`src/sv/itf_pkg.sv`:
```
// ----------------------------------------------------------------------------
// itf_pkg
// Shared types, character codes and constants of the integer to text
// formatter: radix codes, operand size codes and controller handshake.
// ----------------------------------------------------------------------------
`default_nettype none

package itf_pkg;

  localparam int OUTPUT_LIMIT_DEF = 64;

  localparam int VALUE_W          = 64;
  localparam int BCD_DIGITS       = 20;
  localparam int DIGIT_LIMIT_OFF  = 64;

  // floor(x / 3) as (x * 43) >> 7, exact for x below 128
  localparam int OCT_RECIP        = 43;
  localparam int OCT_SHIFT        = 7;

  localparam logic [7:0] CH_ZERO    = 8'h30;
  localparam logic [7:0] CH_UPPER_A = 8'h41;
  localparam logic [7:0] CH_LOWER_A = 8'h61;
  localparam logic [7:0] CH_X       = 8'h78;
  localparam logic [7:0] CH_O       = 8'h6f;
  localparam logic [7:0] CH_B       = 8'h62;
  localparam logic [7:0] CH_MINUS   = 8'h2d;
  localparam logic [7:0] CH_PLUS    = 8'h2b;
  localparam logic [7:0] CH_SPACE   = 8'h20;

  localparam logic [1:0] SIZE_8  = 2'd0;
  localparam logic [1:0] SIZE_16 = 2'd1;
  localparam logic [1:0] SIZE_32 = 2'd2;
  localparam logic [1:0] SIZE_64 = 2'd3;

  typedef enum logic [1:0] {
    MODE_DEC = 2'd0,
    MODE_HEX = 2'd1,
    MODE_OCT = 2'd2,
    MODE_BIN = 2'd3
  } itf_mode_t;

  typedef enum logic [2:0] {
    ST_IDLE,
    ST_CONV,
    ST_COUNT,
    ST_LIMIT,
    ST_LAYOUT,
    ST_EMIT
  } itf_state_t;

  typedef struct packed {
    logic capture;
    logic conv_step;
    logic count;
    logic limit;
    logic layout;
    logic emit;
  } itf_cmd_t;

  typedef struct packed {
    logic conv_done;
    logic empty;
    logic emit_done;
  } itf_status_t;

endpackage

`default_nettype wire

```
`src/sv/itf_ctrl.sv`:
```
// ----------------------------------------------------------------------------
// itf_ctrl
// Sequencer of the formatter: capture, serial conversion, three setup steps
// and character emission.
// ----------------------------------------------------------------------------
`default_nettype none

module itf_ctrl (
  input  logic                clk,
  input  logic                rst,
  input  logic                start,
  output logic                busy,
  input  itf_pkg::itf_status_t status,
  output itf_pkg::itf_cmd_t    cmd
);
  import itf_pkg::*;

  itf_state_t state;
  itf_state_t state_next;

  always_ff @(posedge clk) begin
    if (rst) begin
      state <= ST_IDLE;
    end else begin
      state <= state_next;
    end
  end

  always_comb begin
    state_next = state;
    cmd        = '0;
    case (state)
      ST_IDLE: begin
        if (start) begin
          cmd.capture = 1'b1;
          state_next  = ST_CONV;
        end
      end
      ST_CONV: begin
        cmd.conv_step = 1'b1;
        if (status.conv_done) begin
          state_next = ST_COUNT;
        end
      end
      ST_COUNT: begin
        cmd.count  = 1'b1;
        state_next = ST_LIMIT;
      end
      ST_LIMIT: begin
        cmd.limit  = 1'b1;
        state_next = ST_LAYOUT;
      end
      ST_LAYOUT: begin
        cmd.layout = 1'b1;
        // nothing to print: no transfer at all
        state_next = status.empty ? ST_IDLE : ST_EMIT;
      end
      ST_EMIT: begin
        cmd.emit = 1'b1;
        if (status.emit_done) begin
          state_next = ST_IDLE;
        end
      end
      default: begin
        state_next = ST_IDLE;
      end
    endcase
  end

  assign busy = (state != ST_IDLE);

endmodule

`default_nettype wire

```
`src/sv/itf_datapath.sv`:
```
// ----------------------------------------------------------------------------
// itf_datapath
// Magnitude and sign capture, bit-serial binary to BCD conversion, digit
// count and field layout, and the registered character output.
// ----------------------------------------------------------------------------
`default_nettype none

module itf_datapath #(
  parameter int OUTPUT_LIMIT = itf_pkg::OUTPUT_LIMIT_DEF
) (
  input  logic                 clk,
  input  logic                 rst,
  input  itf_pkg::itf_cmd_t    cmd,
  output itf_pkg::itf_status_t status,
  input  logic [63:0]          value,
  input  logic [1:0]           value_size,
  input  logic                 is_signed,
  input  logic [1:0]           mode,
  input  logic                 uppercase,
  input  logic                 left_justify,
  input  logic                 force_sign,
  input  logic                 space_sign,
  input  logic                 radix_prefix,
  input  logic                 zero_pad,
  input  logic [5:0]           min_width,
  input  logic [6:0]           digit_limit,
  output logic [7:0]           out_char,
  output logic                 last,
  output logic                 truncated,
  output logic                 char_valid
);
  import itf_pkg::*;

  localparam logic [6:0] LimitW = 7'(OUTPUT_LIMIT);

  // request fields
  itf_mode_t    mode_q;
  logic         upper_q;
  logic         left_q;
  logic         zpad_q;
  logic [5:0]   width_q;
  logic [6:0]   limit_q;
  logic         sign_on;
  logic [7:0]   sign_char;
  logic         pfx_on;
  logic [7:0]   pfx_char;

  // conversion
  logic [VALUE_W-1:0]      mag;
  logic [4*BCD_DIGITS-1:0] bcd;
  logic [4*BCD_DIGITS-1:0] bcd_adj;
  logic [5:0]              step;
  logic [6:0]              bitlen;

  // counts and layout
  logic [6:0] nd_raw;
  logic       is_zero;
  logic [6:0] nd;
  logic [6:0] zf;
  logic [6:0] b0, b1, b2, b3, b4;
  logic [6:0] emit_last;
  logic       trunc_q;
  logic [6:0] k;
  logic [5:0] didx;

  // capture logic
  logic [VALUE_W-1:0] vmask;
  logic               vsign;
  logic [VALUE_W-1:0] masked;
  logic [VALUE_W-1:0] negated;
  logic               neg;

  always_comb begin
    case (value_size)
      SIZE_8: begin
        vmask = 64'h0000_0000_0000_00ff;
        vsign = value[7];
      end
      SIZE_16: begin
        vmask = 64'h0000_0000_0000_ffff;
        vsign = value[15];
      end
      SIZE_32: begin
        vmask = 64'h0000_0000_ffff_ffff;
        vsign = value[31];
      end
      default: begin
        vmask = 64'hffff_ffff_ffff_ffff;
        vsign = value[63];
      end
    endcase
  end

  assign masked  = value & vmask;
  assign negated = (~masked + 64'd1) & vmask;
  assign neg     = is_signed & vsign;

  // add-3 correction of every BCD digit before the shift
  always_comb begin
    for (int i = 0; i < BCD_DIGITS; i++) begin
      bcd_adj[4*i +: 4] = (bcd[4*i +: 4] >= 4'd5) ? bcd[4*i +: 4] + 4'd3 : bcd[4*i +: 4];
    end
  end

  // digit counts per radix
  logic [6:0]  dec_nd;
  logic [6:0]  hex_sum;
  logic [12:0] oct_prod;
  logic [6:0]  nd_raw_c;

  always_comb begin
    dec_nd = 7'd1;
    for (int i = 0; i < BCD_DIGITS; i++) begin
      if (bcd[4*i +: 4] != 4'd0) begin
        dec_nd = 7'(i + 1);
      end
    end
  end

  assign hex_sum  = bitlen + 7'd3;
  assign oct_prod = ({6'd0, bitlen} + 13'd2) * 13'(OCT_RECIP);

  always_comb begin
    case (mode_q)
      MODE_DEC: nd_raw_c = dec_nd;
      MODE_HEX: nd_raw_c = {2'b00, hex_sum[6:2]};
      MODE_OCT: nd_raw_c = 7'(oct_prod >> OCT_SHIFT);
      MODE_BIN: nd_raw_c = bitlen;
      default:  nd_raw_c = bitlen;
    endcase
  end

  // digit limit and zero fill
  logic [6:0] nd_c;
  logic [6:0] zf_c;

  always_comb begin
    if (is_zero) begin
      nd_c = 7'd1;
    end else if (limit_q < 7'(DIGIT_LIMIT_OFF) && limit_q < nd_raw) begin
      nd_c = limit_q;
    end else begin
      nd_c = nd_raw;
    end
    zf_c = (zpad_q && ({1'b0, width_q} > nd_c)) ? {1'b0, width_q} - nd_c : 7'd0;
  end

  // field boundaries
  logic [6:0] n_c;
  logic [6:0] pad_c;
  logic [6:0] total_c;
  logic [6:0] pre_c;
  logic [6:0] b1_c, b2_c, b3_c, b4_c;
  logic [6:0] emit_c;

  always_comb begin
    n_c     = {6'd0, sign_on} + (pfx_on ? 7'd2 : 7'd0) + zf + nd;
    pad_c   = ({1'b0, width_q} > n_c) ? {1'b0, width_q} - n_c : 7'd0;
    total_c = n_c + pad_c;
    pre_c   = left_q ? 7'd0 : pad_c;
    b1_c    = pre_c + {6'd0, sign_on};
    b2_c    = b1_c + (pfx_on ? 7'd2 : 7'd0);
    b3_c    = b2_c + zf;
    b4_c    = b3_c + nd;
    emit_c  = (total_c > LimitW) ? LimitW : total_c;
  end

  // digit select and character
  logic [4*BCD_DIGITS-1:0] dec_sh;
  logic [VALUE_W-1:0]      hex_sh;
  logic [VALUE_W+1:0]      oct_sh;
  logic [VALUE_W-1:0]      bin_sh;
  logic [3:0]              digit;
  logic [7:0]              digit_char;
  logic [7:0]              pad_char;
  logic                    in_digits;
  logic [7:0]              char_c;

  assign dec_sh = bcd >> {didx, 2'b00};
  assign hex_sh = mag >> {didx, 2'b00};
  assign oct_sh = {2'b00, mag} >> (8'(didx) * 8'd3);
  assign bin_sh = mag >> didx;

  always_comb begin
    case (mode_q)
      MODE_DEC: digit = dec_sh[3:0];
      MODE_HEX: digit = hex_sh[3:0];
      MODE_OCT: digit = {1'b0, oct_sh[2:0]};
      MODE_BIN: digit = {3'b000, bin_sh[0]};
      default:  digit = dec_sh[3:0];
    endcase
    if (digit < 4'd10) begin
      digit_char = CH_ZERO + {4'd0, digit};
    end else begin
      digit_char = (upper_q ? CH_UPPER_A : CH_LOWER_A) + {4'd0, digit} - 8'd10;
    end
  end

  assign pad_char  = zpad_q ? CH_ZERO : CH_SPACE;
  assign in_digits = (k >= b3) && (k < b4);

  always_comb begin
    if (k < b0) begin
      char_c = pad_char;
    end else if (k < b1) begin
      char_c = sign_char;
    end else if (k < b2) begin
      char_c = (k == b1) ? CH_ZERO : pfx_char;
    end else if (k < b3) begin
      char_c = CH_ZERO;
    end else if (k < b4) begin
      char_c = digit_char;
    end else begin
      char_c = pad_char;
    end
  end

  assign status.conv_done = (step == 6'd63);
  assign status.empty     = (total_c == 7'd0);
  assign status.emit_done = (k == emit_last);

  always_ff @(posedge clk) begin
    if (cmd.capture) begin
      mode_q    <= itf_mode_t'(mode);
      upper_q   <= uppercase;
      left_q    <= left_justify;
      zpad_q    <= zero_pad;
      width_q   <= min_width;
      limit_q   <= digit_limit;
      sign_on   <= neg | force_sign | space_sign;
      sign_char <= neg ? CH_MINUS : (force_sign ? CH_PLUS : CH_SPACE);
      pfx_on    <= radix_prefix && (itf_mode_t'(mode) != MODE_DEC);
      case (itf_mode_t'(mode))
        MODE_HEX: pfx_char <= CH_X;
        MODE_OCT: pfx_char <= CH_O;
        default:  pfx_char <= CH_B;
      endcase
      mag    <= neg ? negated : masked;
      bcd    <= '0;
      step   <= '0;
      bitlen <= '0;
    end
    if (cmd.conv_step) begin
      // rotate so the magnitude is back in place after the last step
      mag  <= {mag[VALUE_W-2:0], mag[VALUE_W-1]};
      bcd  <= {bcd_adj[4*BCD_DIGITS-2:0], mag[VALUE_W-1]};
      step <= step + 6'd1;
      if (bitlen == 7'd0 && mag[VALUE_W-1]) begin
        bitlen <= 7'd64 - {1'b0, step};
      end
    end
    if (cmd.count) begin
      nd_raw  <= nd_raw_c;
      is_zero <= (bitlen == 7'd0);
    end
    if (cmd.limit) begin
      nd <= nd_c;
      zf <= zf_c;
    end
    if (cmd.layout) begin
      b0        <= pre_c;
      b1        <= b1_c;
      b2        <= b2_c;
      b3        <= b3_c;
      b4        <= b4_c;
      emit_last <= emit_c - 7'd1;
      trunc_q   <= (total_c > LimitW);
      k         <= '0;
      didx      <= 6'(nd - 7'd1);
    end
    if (cmd.emit) begin
      k <= k + 7'd1;
      if (in_digits) begin
        didx <= didx - 6'd1;
      end
      out_char  <= char_c;
      last      <= status.emit_done;
      truncated <= status.emit_done & trunc_q;
    end
  end

  always_ff @(posedge clk) begin
    if (rst) begin
      char_valid <= 1'b0;
    end else begin
      char_valid <= cmd.emit;
    end
  end

endmodule

`default_nettype wire

```
`src/sv/integer_to_text_formatter_unit.sv`:
```
// ----------------------------------------------------------------------------
// integer_to_text_formatter_unit
// Formats one integer request as ASCII text, one character per strobe.
//
//   channel   handshake               payload
//   request   start / busy            value .. digit_limit
//   result    char_valid (strobe)     out_char, last, truncated
//
// A request is taken when start is high and busy is low. The magnitude goes
// through a bit-serial BCD conversion, then the setup steps of digit count,
// digit limit and field layout, then one character per cycle, with 0 to
// OUTPUT_LIMIT characters in all; the last strobe is out in the first cycle
// with busy low. Synchronous reset clears the sequencer and the strobe. The
// receiver cannot stall: each character is on the ports for one cycle only.
// ----------------------------------------------------------------------------
`default_nettype none

module integer_to_text_formatter_unit #(
  parameter int OUTPUT_LIMIT = itf_pkg::OUTPUT_LIMIT_DEF
) (
  input  logic        clk,
  input  logic        rst,
  input  logic        start,
  output logic        busy,
  input  logic [63:0] value,
  input  logic [1:0]  value_size,
  input  logic        is_signed,
  input  logic [1:0]  mode,
  input  logic        uppercase,
  input  logic        left_justify,
  input  logic        force_sign,
  input  logic        space_sign,
  input  logic        radix_prefix,
  input  logic        zero_pad,
  input  logic [5:0]  min_width,
  input  logic [6:0]  digit_limit,
  output logic        char_valid,
  output logic [7:0]  out_char,
  output logic        last,
  output logic        truncated
);
  import itf_pkg::*;

  itf_cmd_t    cmd;
  itf_status_t status;

  itf_ctrl u_ctrl (
    .clk    (clk),
    .rst    (rst),
    .start  (start),
    .busy   (busy),
    .status (status),
    .cmd    (cmd)
  );

  itf_datapath #(
    .OUTPUT_LIMIT (OUTPUT_LIMIT)
  ) u_datapath (
    .clk          (clk),
    .rst          (rst),
    .cmd          (cmd),
    .status       (status),
    .value        (value),
    .value_size   (value_size),
    .is_signed    (is_signed),
    .mode         (mode),
    .uppercase    (uppercase),
    .left_justify (left_justify),
    .force_sign   (force_sign),
    .space_sign   (space_sign),
    .radix_prefix (radix_prefix),
    .zero_pad     (zero_pad),
    .min_width    (min_width),
    .digit_limit  (digit_limit),
    .out_char     (out_char),
    .last         (last),
    .truncated    (truncated),
    .char_valid   (char_valid)
  );

endmodule

`default_nettype wire

```
`config.mk`:
```
export PLATFORM = sky130hd
export DESIGN_NAME = integer_to_text_formatter_unit
export DESIGN_NICKNAME = d
export VERILOG_FILES = /design/src/sv/itf_pkg.sv /design/src/sv/itf_ctrl.sv /design/src/sv/itf_datapath.sv /design/src/sv/integer_to_text_formatter_unit.sv
export SDC_FILE = /design/constraint.sdc
export NUM_CORES = 1
export LEC_CHECK = 0
export ABC_AREA = 1
export BUFFER_PORTS_ARGS = -buffer_cell sky130_fd_sc_hd__buf_2
export CELL_PAD_IN_SITES_DETAIL_PLACEMENT = 1
export CELL_PAD_IN_SITES_GLOBAL_PLACEMENT = 2
export CORE_MARGIN = 4
export CORE_UTILIZATION = 38
export CTS_CLUSTER_SIZE = 20
export DETAILED_ROUTE_END_ITERATION = 16
export HOLD_SLACK_MARGIN = 0.12
export MAX_ROUTING_LAYER = met4
export PLACE_DENSITY = 0.85
export REMOVE_ABC_BUFFERS = 1
export SYNTH_ARGS = -nofsm -noshare
export SYNTH_HDL_FRONTEND = slang
export SYNTH_SLANG_ARGS = --single-unit
```
`constraint.sdc`:
```
create_clock -name clk -period 7.7 [get_ports clk]
set_input_delay 1.155 -clock clk [delete_from_list [all_inputs] [get_ports clk]]
set_output_delay 1.155 -clock clk [all_outputs]
set_load 0.02 [all_outputs]
```
==> results of run 1 <==
==> power groups by stage <==
stage	sequential [mW]	combinational [mW]	clock, mW
2_1_floorplan	2.89	3.21	0
5_1_grt	3.00	5.38	1.66
3_3_place_gp	2.93	4.51	0
6_report	2.93	4.71	1.55
3_5_place_dp	2.95	4.71	0
4_1_cts	2.92	4.73	1.59
==> metrics by stage <==
step / std cells / utilization [%] / area, µm²
6_report: 3560 / 42.6 / 23500
5_1_grt: 3560 / 42.6 / 23500
4_1_cts: 3560 / 42.6 / 23500
3_5_place_dp: 3500 / 40.7 / 22400
3_3_place_gp: 3500 / 40.7 / 22400
2_1_floorplan: 2632 / - / 20800
==> logic make-up (layout without fill, tap and decap cells) <==
| family | after synthesis | count (layout) |
|---|---|---|
| DFF | 274 | 274 |
| muxes | 1 | 1 |
| AOI/OAI and AO/OA | 642 | 642 |
| and+or+nand+nor | 1041 | 1041 |
| xor gates and xnor gates | 64 | 64 |
| other | 1 | 1 |
| buffers and inverters | 504 | 601 |
| adders and majority gates | 188 | 188 |
==> cells in the final DEF (no fill, tap or decap), drive strengths merged, types with 31 or more instances in the layout <==
master,synthesis,final
a21oi,212,212
buf,39,120
clkbuf,44,46
edfxtp,257,257
ha,172,172
inv,420,421
nand2,507,507
nand3,183,183
nand4,31,31
nor2,241,241
nor3,54,54
o211ai,34,34
o21ai,290,290
xor2,44,44
==> worst max-delay path by stage <==
stage / start / cells after the start / end / slack (ps)
global route: u_datapath.nd[1] / 37 / u_datapath.b4[6] / 130
detailed placement: u_datapath.nd[1] / 37 / u_datapath.b4[6] / 730
CTS: u_datapath.nd[1] / 37 / u_datapath.b4[6] / 690
finish: u_datapath.nd[1] / 37 / u_datapath.b4[6] / 750
global placement: u_datapath.nd[1] / 37 / u_datapath.b4[6] / 1020
floorplan: start / 4 / u_datapath.bcd[0] / 1230
==> worst max-delay path, delay by kind of cell, from the launching register on <==
kind                       cells  cell delay (ps)
adders and majority gates      9             2860
and+or+nand+nor               11             1190
AOI/OAI and AO/OA              5              910
xor gates and xnor gates       4              750
buffers and inverters          8              560
DFF                            1              440
==> Yosys cell counts (6+ instances only) <==
cell	n	area [µm²]
o211ai_1	34	255
o211a_1	7	70.1
or2_2	6	37.5
nor2_1	227	852
nor2_4	8	90.1
o21bai_1	6	45.0
o21ai_1	12	60.1
a21oi_1	211	1060
nand2_1	497	1870
buf_1	12	45.0
ha_1	172	2150
xnor2_1	20	175
clkbuf_1	44	165
dfxtp_1	17	340
nand4_1	30	188
edfxtp_1	257	7720
buf_2	25	125
nor2_2	6	37.5
o21ai_0	275	1380
nand3_1	177	886
inv_1	415	1560
o2111ai_1	7	61.3
nor3b_1	6	45.0
o22ai_1	26	163
a31oi_1	11	68.8
a211oi_1	17	128
nor3_1	52	260
fa_1	16	320
nand2_2	7	43.8
xor2_1	44	385
o21a_1	7	52.6
==> area by class of cell <==
type	instances	area, µm²
fill	6872	31600
sequential	274	8060
multi-input combinational	1937	11200
clock buffer	46	948
tap	748	936
clock inverter	14	93.8
inverter	421	1580
timing repair buffer	120	648
==> per-layer routing <==
layer	track usage, %	routed length (µm)	vias up	part of all wire, %
met2	37.1	31300	273	47
met5	-	0	-	0
met4	5.10	1370	0	2.1
li1	-	-	9382	-
met1	30.8	31800	9386	48
met3	3.06	2330	91	3.5
==> impl_metrics.env, run 1 <==
export IMPL_status="completed"
export IMPL_antenna_found_initial=0
export IMPL_p_switching_mw=4.38
export IMPL_synth_fa_ha_area_share_pct=11.7
export IMPL_htree_levels=2
export IMPL_synthSimpleGateAreaFrac_pct=21.4
export IMPL_yosys_warnings=0
export IMPL_drc=0
export IMPL_fmaxAchievable_ghz=0.144
export IMPL_cts_setup_buffers=0
export IMPL_skew_ps=22.0
export IMPL_r2r_end="u_datapath.b4[6]"
export IMPL_finalMaxSlewViolations=0
export IMPL_via_count=19132
export IMPL_clk_insertion_delay_late_ps=550
export IMPL_die_y_um=244
export IMPL_synthArstFlopShare_pct=0
export IMPL_synth_area_um2=21200
export IMPL_synth_area_per_cell_um2=7.80
export IMPL_synthFlopType="edfxtp_1"
export IMPL_clockBufferDepth=3
export IMPL_gp_congestion=0.882
export IMPL_grt_pass1_wl_um=107000
export IMPL_p_int_mw=4.81
export IMPL_gr_total_overflow=0
export IMPL_p_comb_share_pct=51.3
export IMPL_gr_usage_all_layers_pct=22.9
export IMPL_worst_pin_slew_ps=1200
export IMPL_cts_tree="built"
export IMPL_holdWs_ps=525
export IMPL_cpPeakStageDelay_ps=510
export IMPL_initialDrtViolationCount=1070
export IMPL_slew_headroom_pct=19.6
export IMPL_final_min_clock_period_ps=6950
export IMPL_synth_cells=2715
export IMPL_r2r_start="u_datapath.nd[1]"
export IMPL_layout_nets=3068
export IMPL_cts_resized_gates=0
export IMPL_top_regs="u_datapath.bcd (80), u_datapath.mag (64)"
export IMPL_cap_violations=0
export IMPL_grt_max_degree=91
export IMPL_hpwl_um=51200
export IMPL_switching_share_pct=47.6
export IMPL_cts_num_sinks=274
export IMPL_clockRootBuffer="clkbuf_16"
export IMPL_synth_compound_area_share_pct=17.0
export IMPL_r2r_cells=37
export IMPL_muxShareOfSynthArea_pct=0.0532
export IMPL_crit_required_ps=8000
export IMPL_drtPass1Iterations=5
export IMPL_synth_edf_count=257
export IMPL_power_mw=9.19
export IMPL_clk_transition_reported_paths_ps=60
export IMPL_die_w_um=244
export IMPL_io_buffers=101
export IMPL_post_place_ws_ps=735
export IMPL_coreArea_um2=55100
export IMPL_die_area_um2=59600
export IMPL_min_from="u_datapath.trunc_q"
export IMPL_ys_seq_area_share_pct=38.0
export IMPL_ff2ff_setup_slack_ps=750
export IMPL_hold_viol_final=0
export IMPL_synth_cell_types=64
export IMPL_grt_pass1_vias=19796
export IMPL_ctsHoldBuffers=0
export IMPL_largest_register_ffs=80
export IMPL_slowest_stage="fa_1"
export IMPL_synth_xor_area_share_pct=2.65
export IMPL_rsz0062_at_grt="no"
export IMPL_seqPwrFrac_pct=31.8
export IMPL_crit_type="register to register"
export IMPL_crit_path_end_kind="register"
export IMPL_power_density_nw_per_um2=391
export IMPL_n_antenna_cell=0
export IMPL_cp_arrival_ps=7240
export IMPL_io_pins=103
export IMPL_power_frac_clock_pct=16.9
export IMPL_finalSetupViolations=0
export IMPL_numCtsBuffers=35
export IMPL_crit_path_frequent_cell="inv_1"
export IMPL_setup_ws_ps=753
export IMPL_vias_per_cell=5.37
export IMPL_regMostFlops="u_datapath.bcd"
export IMPL_p_leak_nw=10.5
export IMPL_finalCritPeriodShare_pct=90.2
export IMPL_worstPathMaxFanout=9
export IMPL_routed_wl_um=66800
export IMPL_hold_path_class="register to register"
export IMPL_start_util_pct=38.4
export IMPL_drive_above_1_share_pct=8.07
export IMPL_fin_setup_tns_ps=0
export IMPL_wire_per_inst_um=18.8
export IMPL_hold_depth=1
export IMPL_critPathLaunchType="register"
export IMPL_rows=86
export IMPL_synth_top_family_by_area="simple AND/OR/NAND/NOR gates"
export IMPL_area_growth_pct=10.9
export IMPL_drt_antenna_violating_nets=0
export IMPL_ir_drop_mv=0.155
export IMPL_ys_ff_latch=274
export IMPL_min_to="u_datapath.truncated"
No activity file was read; power rests on OpenSTA's default activity.
==> run 2, diff against run 1 <==
Settings changed: SYNTH_HIERARCHICAL set to 1.
==> run 2 against run 1 <==
  * Maximum frequency up 2.6%
  * Hold slack improved by 23 ps
  * Power is 17% lower
  * Flip-flop and latch count stayed put
  * Utilization rose by 0.19 points
  * Clock skew about the same
  * Via count rose by 0.92%
  * Combinational power decreased by 26%
  * Cell area grew 1.0%
  * Cell count increased by 1.1%
  * Critical path depth did not move
==> impl_metrics.env, run 2 <==
export IMPL_status="completed"
export IMPL_largest_register_ffs=80
export IMPL_clk_insertion_delay_late_ps=550
export IMPL_cts_num_sinks=274
export IMPL_synth_area_um2=21400
export IMPL_r2r_end="u_datapath/b4[6]"
export IMPL_rows=86
export IMPL_p_leak_nw=10.6
export IMPL_io_pins=103
export IMPL_p_switching_mw=3.42
export IMPL_min_to="u_datapath/bitlen[6]"
export IMPL_crit_type="register to register"
export IMPL_initialDrtViolationCount=1054
export IMPL_p_int_mw=4.23
export IMPL_crit_path_end_kind="register"
export IMPL_cts_tree="built"
export IMPL_synth_top_family_by_area="simple AND/OR/NAND/NOR gates"
export IMPL_grt_max_degree=86
export IMPL_routed_wl_um=68300
export IMPL_r2r_cells=37
export IMPL_final_area_um2=23700
export IMPL_cp_arrival_ps=7080
export IMPL_skew_ps=21.7
export IMPL_synth_cells=2749
export IMPL_die_y_um=245
export IMPL_synth_area_per_cell_um2=7.77
export IMPL_ff2ff_setup_slack_ps=930
export IMPL_vias_per_cell=5.36
export IMPL_layout_nets=3094
export IMPL_regMostFlops="u_datapath/bcd"
export IMPL_netlist_area_leader_share_pct=36.1
export IMPL_finalCritPeriodShare_pct=88.0
export IMPL_grt_pass1_wl_um=109000
export IMPL_dp_cells=3534
export IMPL_seqPwrFrac_pct=33.2
export IMPL_gr_total_overflow=0
export IMPL_hold_path_class="register to register"
export IMPL_critPathLaunchType="register"
export IMPL_power_mw=7.65
export IMPL_finalCoreUtilization_pct=42.8
export IMPL_synth_edf_count=257
export IMPL_coreArea_um2=55400
export IMPL_rsz0062_at_grt="no"
export IMPL_cts_setup_buffers=0
export IMPL_synthTopCellsByCount="nand2_1 (518), inv_1 (415), edfxtp_1 (257)"
export IMPL_synth_area_leader_cell="edfxtp_1"
export IMPL_layout_commonest_cell="nand2_1"
export IMPL_cp_top_family="adder cells"
export IMPL_power_frac_clock_pct=21.4
export IMPL_synthArstFlopShare_pct=0
export IMPL_clockRootBuffer="clkbuf_16"
export IMPL_power_density_nw_per_um2=322
export IMPL_r2r_start="u_datapath/nd[1]"
export IMPL_setup_ws_ps=926
export IMPL_netlist_top_cells_area="edfxtp_1 (36%), ha_1 (9.6%), nand2_1 (9.1%), inv_1 (7.3%), o21ai_0 (6.0%)"
export IMPL_die_area_um2=60100
export IMPL_synth_most_common_cell="nand2_1"
export IMPL_finalMaxSlewViolations=0
export IMPL_finalSetupViolations=0
export IMPL_drtPass1Iterations=5
export IMPL_fin_setup_tns_ps=0
export IMPL_crit_required_ps=8010
export IMPL_htree_levels=2
export IMPL_gp_congestion=0.866
export IMPL_gr_usage_all_layers_pct=23.1
export IMPL_io_buffers=101
export IMPL_grt_pass1_vias=20007
export IMPL_ys_ff_latch=274
export IMPL_synthSimpleGateAreaFrac_pct=21.7
export IMPL_path_buf_inv=9
export IMPL_layoutNonFillerInstCount=3599
export IMPL_wire_per_inst_um=19.0
export IMPL_holdWs_ps=548
export IMPL_ys_seq_area_share_pct=37.7
export IMPL_p_comb_share_pct=45.5
export IMPL_die_w_um=245
export IMPL_yosys_warnings=6
export IMPL_hold_depth=2
export IMPL_synthFlopType="edfxtp_1"
export IMPL_post_place_ws_ps=964
export IMPL_drt_antenna_violating_nets=0
export IMPL_synth_fa_ha_area_share_pct=11.1
export IMPL_hpwl_um=52800
export IMPL_ir_drop_mv=0.131
export IMPL_via_count=19308
export IMPL_area_growth_pct=11.1
export IMPL_fmaxAchievable_ghz=0.148
export IMPL_antenna_found_initial=1
export IMPL_top_regs="u_datapath/bcd (80), u_datapath/mag (64)"
export IMPL_synth_xor_area_share_pct=2.79
export IMPL_cts_resized_gates=0
export IMPL_cpPeakStageDelay_ps=510
export IMPL_numCtsBuffers=36
export IMPL_muxShareOfSynthArea_pct=0.0527
export IMPL_drive_above_1_share_pct=8.84
export IMPL_cap_violations=0
export IMPL_start_util_pct=38.5
export IMPL_worst_pin_slew_ps=1040
export IMPL_worstPathMaxFanout=4
export IMPL_fill_cells=6847
export IMPL_clockBufferDepth=3
export IMPL_crit_path_frequent_cell="inv_1"
export IMPL_ctsHoldBuffers=0
export IMPL_mostFrequentLayoutCells="nand2_1 (517), inv_1 (415), edfxtp_1 (257)"
export IMPL_synth_compound_area_share_pct=17.3
export IMPL_min_from="u_datapath/bitlen[6]"
export IMPL_synth_cell_types=69
export IMPL_switching_share_pct=44.7
export IMPL_slowest_stage="fa_1"
export IMPL_clk_transition_reported_paths_ps=60
export IMPL_place_area_um2=22600
export IMPL_drc=0
export IMPL_final_min_clock_period_ps=6770
export IMPL_hold_viol_final=0
export IMPL_slew_headroom_pct=30.3
-- run 2: cell count changes after synthesis, moves of 8 or more --
cell,before,now
nand2_1,497,518
o21ai_0,275,256
nor3_1,52,35
o2111a_1,0,14
inv_2,4,15
a211oi_1,17,8
ha_1,172,163
o21ai_1,12,21
nand2_2,7,15
-- run 2: layer usage --
| metal | routed length [µm] | up-vias | GRT usage, % |
|---|---|---|---|
| li1 | - | 9466 | - |
| met1 | 32700 | 9459 | 31.4 |
| met2 | 32300 | 313 | 38.0 |
| met3 | 2180 | 70 | 2.44 |
| met4 | 1120 | 0 | 4.45 |
| met5 | 0 | - | - |
-- run 2: cell type report --
type	instances	area, µm²	share of cell area [%]
tap	748	936	3.94
clock inverter	17	175	0.738
inverter	435	1640	6.89
multi-input combinational	1957	11300	47.8
clock buffer	47	942	3.97
sequential	274	8060	34.0
antenna	1	2.50	0.0105
timing repair buffer	120	648	2.73
-- run 2: power groups by stage --
| stage | Combinational (mW) | Clock [mW] | Sequential [mW] |
|---|---|---|---|
| final | 3.48 | 1.63 | 2.54 |
| after global routing | 3.95 | 1.74 | 2.60 |
| after global placement | 3.33 | 0 | 2.54 |
| after CTS | 3.49 | 1.68 | 2.54 |
| after detailed placement | 3.46 | 0 | 2.56 |
| after floorplan | 2.32 | 0 | 2.53 |
-- run 2: logic make-up after synthesis --
kind of cell | Yosys count
adder cells (fa/ha/maj) | 179
flip-flops | 274
multiplexers | 1
buffers and inverters | 518
AND/OR/NAND/NOR | 1061
XOR/XNOR | 68
AO/OA/AOI/OAI | 647
other | 1
-- run 2: worst max path at each step --
| stage | start | endpoint | slack, ps | cells past startpoint |
|---|---|---|---|---|
| 3_3_place_gp | u_datapath/nd[1] | u_datapath/b4[6] | 1210 | 35 |
| 5_1_grt | u_datapath/nd[1] | u_datapath/b4[6] | 390 | 38 |
| 3_5_place_dp | u_datapath/nd[1] | u_datapath/b4[6] | 960 | 35 |
| 4_1_cts | u_datapath/nd[1] | u_datapath/b4[6] | 930 | 37 |
| 6_report | u_datapath/nd[1] | u_datapath/b4[6] | 930 | 37 |
| 2_1_floorplan | u_ctrl/state[0] | u_datapath/bcd[0] | -1690 | 4 |
-- run 2: tightest hold or removal path: cells and delay by family, from the launching register on --
family | cells | cell delay [ps]
flops | 1 | 350
simple gates | 1 | 90
compound gates | 1 | 60
==> run 3, diff against run 2 <==
Settings changed: BUFFER_PORTS_ARGS -buffer_cell sky130_fd_sc_hd__buf_2 to not set, CORE_MARGIN 4 to 1, CORE_UTILIZATION 38 to 39, DONT_BUFFER_PORTS set to 1, PLACE_DENSITY 0.85 to 0.84, SLEW_MARGIN set to 0.
==> run 3 against run 2 <==
  * Routed wire length increased by 0.32%
  * Flip-flop and latch count unchanged
  * Setup slack improved by 48 ps
  * Critical path type unchanged
  * Largest power group unchanged
==> impl_metrics.env, run 3 (same netlist as run 2, synthesis figures left out) <==
export IMPL_area_growth_pct=8.63
export IMPL_cts_tree="built"
export IMPL_grt_max_degree=151
export IMPL_via_count=18946
export IMPL_crit_path_frequent_cell="inv_1"
export IMPL_hold_path_class="register to register"
export IMPL_ff2ff_setup_slack_ps=970
export IMPL_r2r_start="u_datapath/nd[1]"
export IMPL_vias_per_cell=5.50
export IMPL_post_place_ws_ps=1030
export IMPL_gr_usage_all_layers_pct=25.4
export IMPL_die_w_um=236
export IMPL_cap_violations=0
export IMPL_largest_register_ffs=80
export IMPL_seqPwrFrac_pct=33.4
export IMPL_min_to="u_datapath/truncated"
export IMPL_power_frac_clock_pct=21.9
export IMPL_cts_setup_buffers=0
export IMPL_ctsHoldBuffers=0
export IMPL_numCtsBuffers=36
export IMPL_crit_type="register to register"
export IMPL_io_pins=103
export IMPL_path_buf_inv=9
export IMPL_antenna_found_initial=4
export IMPL_wire_per_inst_um=19.9
export IMPL_clk_transition_reported_paths_ps=60
export IMPL_finalCritPeriodShare_pct=87.4
export IMPL_slowest_stage="fa_1"
export IMPL_gr_total_overflow=0
export IMPL_skew_ps=22.3
export IMPL_clockBufferDepth=3
export IMPL_clockRootBuffer="clkbuf_16"
export IMPL_cp_arrival_ps=7050
export IMPL_drive_above_1_share_pct=5.60
export IMPL_p_comb_share_pct=44.7
export IMPL_gp_congestion=0.871
export IMPL_htree_levels=2
export IMPL_coreArea_um2=53900
export IMPL_hpwl_um=51900
export IMPL_routed_wl_um=68500
export IMPL_worst_pin_slew_ps=1090
export IMPL_rsz0062_at_grt="no"
export IMPL_p_switching_mw=3.43
export IMPL_grt_pass1_wl_um=108000
export IMPL_finalSetupViolations=0
export IMPL_setup_ws_ps=973
export IMPL_power_density_nw_per_um2=330
export IMPL_rows=85
export IMPL_layout_nets=2990
export IMPL_drtPass1Iterations=5
export IMPL_p_leak_nw=10.2
export IMPL_initialDrtViolationCount=1204
export IMPL_r2r_cells=37
export IMPL_hold_depth=1
export IMPL_grt_pass1_vias=19549
export IMPL_start_util_pct=39.6
export IMPL_p_int_mw=4.23
export IMPL_finalMaxSlewViolations=0
export IMPL_crit_path_end_kind="register"
export IMPL_status="completed"
export IMPL_min_from="u_datapath/trunc_q"
export IMPL_layout_commonest_cell="nand2_1"
export IMPL_regMostFlops="u_datapath/bcd"
export IMPL_cp_top_family="adder cells"
export IMPL_slew_headroom_pct=27.4
export IMPL_cts_resized_gates=0
export IMPL_die_area_um2=55700
export IMPL_dp_cells=3378
export IMPL_mostFrequentLayoutCells="nand2_1 (517), inv_1 (415), edfxtp_1 (257)"
export IMPL_drt_antenna_violating_nets=0
export IMPL_crit_required_ps=8020
export IMPL_worstPathMaxFanout=4
export IMPL_drc=0
export IMPL_cpPeakStageDelay_ps=510
export IMPL_switching_share_pct=44.8
export IMPL_final_min_clock_period_ps=6730
export IMPL_r2r_end="u_datapath/b4[6]"
export IMPL_layoutNonFillerInstCount=3447
export IMPL_die_y_um=236
export IMPL_clk_insertion_delay_late_ps=560
export IMPL_critPathLaunchType="register"
export IMPL_io_buffers=0
export IMPL_fin_setup_tns_ps=0
export IMPL_top_regs="u_datapath/bcd (80), u_datapath/mag (64)"
export IMPL_hold_viol_final=0
export IMPL_fmaxAchievable_ghz=0.149
export IMPL_ir_drop_mv=0.194
export IMPL_cts_num_sinks=274
[run 3: cell types whose count changed in the layout (fill, tap and decap cells not counted), sizes merged]
cell	change
buf	-104
clkinv	+4
clkbuf	-3
diode	+2
inv	+1
[run 3: power by group through the flow]
stage / Sequential (mW) / Clock [mW] / Combinational (mW)
4_1_cts: 2.56 / 1.72 / 3.44
3_3_place_gp: 2.57 / 0 / 3.30
6_report: 2.56 / 1.68 / 3.43
5_1_grt: 2.62 / 1.76 / 3.88
3_5_place_dp: 2.59 / 0 / 3.42
2_1_floorplan: 2.53 / 0 / 2.32
[run 3: final cells by class]
cell class | count | area, µm²
clock buffers | 44 | 952
multi-input cells | 1957 | 11300
fillers | 6523 | 30700
clock inverters | 22 | 199
well taps | 696 | 871
repair buffers | 16 | 133
inverters | 435 | 1640
diodes | 3 | 7.51
flip-flops and latches | 274 | 8060
[run 3: worst reg2reg max path: cells and delay by family, from the launching register on]
kind	cells	cell delay [ps]
AO/OA/AOI/OAI	3	600
adder cells (fa/ha/maj)	9	2830
XOR/XNOR	4	800
flip-flops	1	430
buffers and inverters	9	660
AND/OR/NAND/NOR	12	1140
[run 3: worst max path at each step]
stage / startpoint / endpoint / slack (ps) / cells after the start
3_3_place_gp: u_datapath/nd[1] / u_datapath/b4[6] / 1200 / 35
2_1_floorplan: u_ctrl/state[0] / u_datapath/bcd[0] / -1690 / 4
6_report: u_datapath/nd[1] / u_datapath/b4[6] / 970 / 37
5_1_grt: u_datapath/nd[1] / u_datapath/b4[6] / 330 / 38
3_5_place_dp: u_datapath/nd[1] / u_datapath/b4[6] / 1030 / 37
4_1_cts: u_datapath/nd[1] / u_datapath/b4[6] / 990 / 37
[run 3: layer usage]
metal  up-vias  track usage [%]  part of all wire (%)
met5         -                -                     0
met4         0             8.42                   2.7
met3       101             3.57                   4.3
met2       342             40.0                    46
met1      9235             33.5                    47
li1       9268                -                     -
[run 3: through the flow]
step | util, % | hold WS [ps] | instance area, µm² | total power, mW
global route | 43.0 | 573 | 23200 | 8.27
CTS | 43.0 | 543 | 23200 | 7.73
global placement | 40.9 | 535 | 22000 | 5.86
finish | 43.0 | 538 | 23200 | 7.66
floorplan | - | 480 | 21000 | 4.85
detailed placement | 40.9 | 529 | 22000 | 6.00
